[src/rtl/sfd_pkg.sv]
// shared constants and types for the sbus frame decoder
`default_nettype none

package sfd_pkg;

    localparam int FRAME_BYTES = 25;
    localparam int DATA_COUNT  = 11;
    localparam int FLAGS_POS   = 23;
    localparam int CHANNELS    = 8;
    localparam int CHAN_W      = 11;
    localparam int BYTE_W      = 8;
    localparam int POS_W       = 5;
    localparam int DATA_IDX_W  = 4;
    localparam int CFG_INDEX_W = 8;

    localparam int FAILSAFE_BIT   = 3;
    localparam int FRAME_LOST_BIT = 2;

    localparam logic [CFG_INDEX_W-1:0] CFG_START_BYTE = 8'd0;
    localparam logic [CFG_INDEX_W-1:0] CFG_END_BYTE   = 8'd1;

    localparam logic [BYTE_W-1:0] START_BYTE_RESET = 8'h0F;
    localparam logic [BYTE_W-1:0] END_BYTE_RESET   = 8'h00;

    typedef logic [BYTE_W-1:0] byte_t;
    typedef logic [CHAN_W-1:0] channel_t;
    typedef logic [POS_W-1:0]  pos_t;

endpackage

`default_nettype wire

[src/rtl/sbus_frame_decoder_core.sv]
// sbus frame decoder: frame alignment, data byte store, channel unpack
// latency: a result is registered and shown in the cycle after the flags byte transaction is accepted
// throughput: one byte per cycle, in_ready drops only while a result waits on out_ready
// the single output register holds the unpacked channels and flags
// reset: hunting, position 0, previous byte 0, registers at 0x0F and 0x00
// data byte store has no reset, every locked frame writes it before use
`default_nettype none

module sbus_frame_decoder_core (
    input  wire logic                           clk,
    input  wire logic                           rst_n,

    input  wire logic                           in_valid,
    output logic                                in_ready,
    input  wire sfd_pkg::byte_t                 rx_byte,

    input  wire logic                           cfg_valid,
    output logic                                cfg_ready,
    input  wire logic [sfd_pkg::CFG_INDEX_W-1:0] cfg_index,
    input  wire sfd_pkg::byte_t                 cfg_data,

    output logic                                out_valid,
    input  wire logic                           out_ready,
    output sfd_pkg::channel_t                   channel_0,
    output sfd_pkg::channel_t                   channel_1,
    output sfd_pkg::channel_t                   channel_2,
    output sfd_pkg::channel_t                   channel_3,
    output sfd_pkg::channel_t                   channel_4,
    output sfd_pkg::channel_t                   channel_5,
    output sfd_pkg::channel_t                   channel_6,
    output sfd_pkg::channel_t                   channel_7,
    output logic                                failsafe,
    output logic                                frame_lost
);

    import sfd_pkg::*;

    byte_t    start_byte_reg;
    byte_t    end_byte_reg;
    logic     locked_reg;
    logic     locked_next;
    pos_t     frame_pos_reg;
    pos_t     frame_pos_next;
    byte_t    prev_byte_reg;
    byte_t    data_reg [DATA_COUNT];

    logic     out_valid_reg;
    logic     out_valid_next;
    channel_t channel_reg [CHANNELS];
    logic     failsafe_reg;
    logic     frame_lost_reg;

    logic                       in_accept;
    logic                       out_accept;
    pos_t                       pos_cur;
    logic                       data_we;
    logic [DATA_IDX_W-1:0]      data_idx;
    logic                       emit;
    logic [DATA_COUNT*BYTE_W-1:0] data_bits;

    assign in_ready   = !out_valid_reg || out_ready;
    assign cfg_ready  = 1'b1;
    assign in_accept  = in_valid && in_ready;
    assign out_accept = out_valid_reg && out_ready;

    // config registers
    always_ff @(posedge clk or negedge rst_n)
    begin
        if (!rst_n)
        begin
            start_byte_reg <= START_BYTE_RESET;
            end_byte_reg   <= END_BYTE_RESET;
        end
        else if (cfg_valid)
        begin
            if (cfg_index == CFG_START_BYTE)
            begin
                start_byte_reg <= cfg_data;
            end
            if (cfg_index == CFG_END_BYTE)
            begin
                end_byte_reg <= cfg_data;
            end
        end
    end

    // frame tracking
    always_comb
    begin
        pos_cur        = (frame_pos_reg >= POS_W'(FRAME_BYTES)) ? '0 : frame_pos_reg;
        locked_next    = locked_reg;
        frame_pos_next = frame_pos_reg;
        data_we        = 1'b0;
        data_idx       = DATA_IDX_W'(pos_cur - POS_W'(1));
        emit           = 1'b0;
        if (!locked_reg)
        begin
            if (rx_byte == start_byte_reg && prev_byte_reg == end_byte_reg)
            begin
                locked_next    = 1'b1;
                frame_pos_next = POS_W'(1);
            end
        end
        else
        begin
            data_we = (pos_cur >= POS_W'(1)) && (pos_cur <= POS_W'(DATA_COUNT));
            emit    = (pos_cur == POS_W'(FLAGS_POS));
            if (pos_cur == POS_W'(FRAME_BYTES - 1))
            begin
                frame_pos_next = '0;
            end
            else
            begin
                frame_pos_next = pos_cur + POS_W'(1);
            end
        end
    end

    always_ff @(posedge clk or negedge rst_n)
    begin
        if (!rst_n)
        begin
            locked_reg    <= 1'b0;
            frame_pos_reg <= '0;
            prev_byte_reg <= '0;
        end
        else if (in_accept)
        begin
            locked_reg    <= locked_next;
            frame_pos_reg <= frame_pos_next;
            prev_byte_reg <= rx_byte;
        end
    end

    // data byte store
    always_ff @(posedge clk)
    begin
        if (in_accept && data_we)
        begin
            data_reg[data_idx] <= rx_byte;
        end
    end

    // little-endian bit string of data bytes
    always_comb
    begin
        for (int i = 0; i < DATA_COUNT; i++)
        begin
            data_bits[i*BYTE_W +: BYTE_W] = data_reg[i];
        end
    end

    // output register
    always_comb
    begin
        out_valid_next = out_valid_reg;
        if (in_accept && emit)
        begin
            out_valid_next = 1'b1;
        end
        else if (out_accept)
        begin
            out_valid_next = 1'b0;
        end
    end

    always_ff @(posedge clk or negedge rst_n)
    begin
        if (!rst_n)
        begin
            out_valid_reg <= 1'b0;
        end
        else
        begin
            out_valid_reg <= out_valid_next;
        end
    end

    always_ff @(posedge clk)
    begin
        if (in_accept && emit)
        begin
            for (int k = 0; k < CHANNELS; k++)
            begin
                channel_reg[k] <= data_bits[k*CHAN_W +: CHAN_W];
            end
            failsafe_reg   <= rx_byte[FAILSAFE_BIT];
            frame_lost_reg <= rx_byte[FRAME_LOST_BIT];
        end
    end

    assign out_valid  = out_valid_reg;
    assign channel_0  = channel_reg[0];
    assign channel_1  = channel_reg[1];
    assign channel_2  = channel_reg[2];
    assign channel_3  = channel_reg[3];
    assign channel_4  = channel_reg[4];
    assign channel_5  = channel_reg[5];
    assign channel_6  = channel_reg[6];
    assign channel_7  = channel_reg[7];
    assign failsafe   = failsafe_reg;
    assign frame_lost = frame_lost_reg;

endmodule

`default_nettype wire

[config.mk]
export PLATFORM = sky130hd
export DESIGN_NAME = sbus_frame_decoder_core
export DESIGN_NICKNAME = d
export VERILOG_FILES = /design/src/rtl/sfd_pkg.sv /design/src/rtl/sbus_frame_decoder_core.sv
export SDC_FILE = /design/constraint.sdc
export NUM_CORES = 1
export LEC_CHECK = 0
export BUFFER_PORTS_ARGS = -buffer_cell sky130_fd_sc_hd__buf_2
export CORE_MARGIN = 2
export CORE_UTILIZATION = 45
export CTS_CLUSTER_SIZE = 14
export DETAILED_ROUTE_END_ITERATION = 7
export HOLD_SLACK_MARGIN = 0.08
export PLACE_DENSITY = 0.66
export SYNTH_ARGS = -nofsm -noshare
export SYNTH_HDL_FRONTEND = slang
export SYNTH_SLANG_ARGS = --single-unit
[constraint.sdc]
create_clock -name clk -period 8.23 [get_ports clk]
set_input_delay 1.2345 -clock clk [delete_from_list [all_inputs] [get_ports clk]]
set_output_delay 1.2345 -clock clk [all_outputs]
set_load 0.05 [all_outputs]
==> flow_metrics.py <==
metrics = {
    "placed_design": {
        "placement.cell_area_um2": 7940,
        "hpwlAfterDp_mm": 7.90,
        "dpl.cell_count": 664,
        "port_buffers": 120,
        "place_congestion": 0.738,
    },
    "pwr": {
        "power_density_nw_per_um2": 237,
        "static-leakage-power_nw": 3.11,
        "vdd_ir_drop_max_mv": 0.141,
    },
    "route": {
        "detail_route.wirelength_mm": 12.2,
        "met2RoutedLength_mm": 6.06,
        "post_drt_wl_per_cell_um": 17.5,
        "routed-via-count": 3316,
        "met3RoutedLength_um": 808,
        "route.layer.met1.wl_mm": 5.18,
        "drt_pre_antenna_iters": 4,
        "antenna_violating_nets_left": 0,
        "post_drt_via_cell_ratio": 4.73,
        "top_sig_layer": "met4",
        "drt_drc_violations_left": 0,
        "first_iter_violations": 275,
    },
    "sta": {
        "achievable-frequency_ghz": 0.327,
        "timing.setup.tns_ns": 0,
        "setup_repair_after_global_routing_missed_its_margin": "no",
        "min_period_over_period_pct": 37.2,
        "timing.max_slew.rel_slack_pct": 26.1,
        "tightestPinTransition_ns": 1.11,
        "finalHoldViolations": 0,
        "final.setup_skew_ns": 0.0139,
        "holdWs_ns": 0.410,
        "setup_viol_count_final": 0,
        "max_transition_viols_final": 0,
        "period_needed_ns": 3.06,
    },
    "floorplanning": {
        "rows": 45,
        "dieWidth_um": 129,
        "die_area_um2": 16700,
        "initial_core_utilization_pct": 46.4,
        "i_o_pin_total": 122,
        "die_h_um": 129,
        "core-area_um2": 15300,
    },
    "job": {
        "timing.max_cap.violations": 0,
    },
    "clocking": {
        "cts-htree-levels": 1,
        "clockRootBuffer": "sky130_fd_sc_hd__clkbuf_16",
        "clock_sinks": 209,
        "tritoncts": "done",
        "postCtsResizedCells": 0,
        "clk_pin_slew_ns": 0.06,
        "worst_skew_pair.late_latency_ns": 0.48,
        "postCtsSetupRepairBufs": 0,
        "cts-buffers-inserted": 21,
        "count_of_hold_buffers_inserted_by_post_cts_repair": 0,
        "clock_path_buffers": 3,
    },
    "synth": {
        "ys_seq_area_share_pct": 86.6,
        "ffs_latches_synth": 209,
        "synth.most_common_cell": "sky130_fd_sc_hd__edfxtp_1",
        "synth_commonest_cells": "178 x sky130_fd_sc_hd__edfxtp_1, 27 x sky130_fd_sc_hd__dfrtp_1, 24 x sky130_fd_sc_hd__mux2_2, 14 x sky130_fd_sc_hd__xnor2_1, 12 x sky130_fd_sc_hd__nand2_1",
        "yosys_warnings": 0,
        "area_leader_netlist": "sky130_fd_sc_hd__edfxtp_1",
        "syn-instance-count": 338,
        "synthesis.area_per_instance_um2": 20.9,
        "netlist_top_cells_area": "sky130_fd_sc_hd__edfxtp_1 76%, sky130_fd_sc_hd__dfrtp_1 9.5%, sky130_fd_sc_hd__mux2_2 3.8%",
        "synth_enable_flop_cells": 178,
        "synth_top_cell_area_share_pct": 75.5,
        "yosysUniqueCellTypes": 36,
        "syn_nets": 371,
        "synth_flop_cell": "sky130_fd_sc_hd__edfxtp_1",
        "synth-async-reset-ratio_pct": 14.8,
        "syn-cell-area_um2": 7080,
    },
    "setup_path": {
        "cp_cell_sequence": "buf_2 -> nand2b_1 -> nand3_1 -> nor3_1 -> nor2b_1",
        "timing.critical_path.from_type": "primary input",
        "crit-reg2reg-launch": "frame_pos_reg[4]",
        "critPathMaxFanout": 16,
        "crit_path_capture": "data_reg[7][7]",
        "timing.critical_path.max_delay_family": "simple AND/OR/NAND/NOR gates",
        "crit-reg2reg-capture": "data_reg[7][7]",
        "worst_setup_path_startpoint": "out_ready",
        "r2r_slack_ns": 5.18,
        "reg2regPathDepth": 7,
        "kind_of_critical_path": "primary input to flip-flop",
        "cpPeakStageDelay_ns": 0.62,
        "buffering_stage_count_on_the_worst_path_with_inverters_included": 1,
        "critical_path.endpoint_type": "flip-flop",
        "critical-path-slowest-cell": "sky130_fd_sc_hd__nor3_1",
        "worstSetupPathDepth": 5,
        "worst-endpoint-arrival_ns": 3.17,
        "critPathRequiredTime_ns": 8.34,
    },
    "global_routing": {
        "grt-ovfl-total": 0,
        "grt_antenna_before_repair": 0,
        "global_route_wire_length_before_repair_mm": 18.0,
        "pin_count_of_the_biggest_net_entering_global_routing": 91,
        "grt_pass1_vias": 3266,
        "track_usage_pct": 14.4,
    },
    "final_layout": {
        "finish.net_count": 509,
        "final_cell_area_um2": 8540,
        "layout.cells.non_filler": 701,
        "proportion_of_layout_cells_with_a_drive_suffix_above_1_pct": 38.0,
        "area_growth_syn_to_layout_pct": 20.7,
        "fillers": 1195,
        "antenna_cells_inserted": 0,
    },
    "worst_hold_path": {
        "worstHoldPathType": "flip-flop to flip-flop",
        "whs_path_depth": 0,
    },
    "status": {
        "run_status": "finished, final reports clean",
    },
}
==> final cells by class <==
class | instances | area (um^2) | share of cell area (%)
Inverter | 3 | 11.3 | 0.132
Sequential cell | 209 | 6130 | 71.7
Tap cell | 211 | 264 | 3.09
Multi-Input combinational cell | 120 | 926 | 10.8
Timing Repair Buffer | 121 | 608 | 7.12
Clock inverter | 10 | 56.3 | 0.659
Clock buffer | 27 | 548 | 6.42
==> routing by layer <==
layer | GRT usage (%) | up-vias
met5 | 0 | -
met4 | 3.58 | 0
met3 | 2.93 | 16
met2 | 24.2 | 116
met1 | 19.5 | 1613
li1 | - | 1571
==> cells in the final DEF (no fill, tap or decap), drive strengths merged, types with 5 or more instances in the layout <==
cell,count
mux2,24
dfrtp,27
xnor2,14
a21oi,5
nor2,8
and2,9
clkbuf,27
clkinv,7
nor3,7
nand2,12
buf,121
edfxtp,178
==> worst min path at each step <==
stage | start | endpoint
3_3_place_gp | data_reg[8][1] | channel_reg[1][21]
2_1_floorplan | data_reg[0][0] | channel_reg[0][0]
6_report | data_reg[4][1] | channel_reg[0][33]
4_1_cts | data_reg[4][1] | channel_reg[0][33]
3_5_place_dp | data_reg[1][2] | channel_reg[0][10]
5_1_grt | data_reg[4][1] | channel_reg[0][33]
==> stage by stage <==
| step | power, mW | util (%) | setup WS, ns |
|---|---|---|---|
| global route | 2.10 | 56.0 | 4.83 |
| finish | 2.03 | 56.0 | 5.17 |
| detailed placement | 1.22 | 52.0 | 4.65 |
| global placement | 1.22 | 52.0 | 4.80 |
| floorplan | 1.20 | - | 1.68 |
| CTS | 2.05 | 56.0 | 5.15 |
==> cells by family after synthesis <==
group	synth area share [%]
and+or+nand+nor	4.26
buffers and inverters	0.530
other	0.0530
xor gates and xnor gates	2.23
AOI/OAI and AO/OA	1.82
DFF	86.6
adders and majority gates	0.707
muxes	3.82
==> where the power goes <==
| part | switching (mW) | internal [mW] |
|---|---|---|
| sequential | 0.00580 | 1.15 |
| combinational | 0.0259 | 0.0187 |
| clock | 0.355 | 0.471 |
==> worst register-to-register path: stages (launching register included) <==
cell,delay [ns]
sky130_fd_sc_hd__dfrtp_1,0.59
sky130_fd_sc_hd__nand2_1,0.20
sky130_fd_sc_hd__nand2_1,0.20
sky130_fd_sc_hd__ha_1,0.31
sky130_fd_sc_hd__xnor2_1,0.12
sky130_fd_sc_hd__o32a_1,0.29
sky130_fd_sc_hd__nor3_1,0.38
sky130_fd_sc_hd__nor2b_1,0.61
Power figures use the tool's default switching activity.
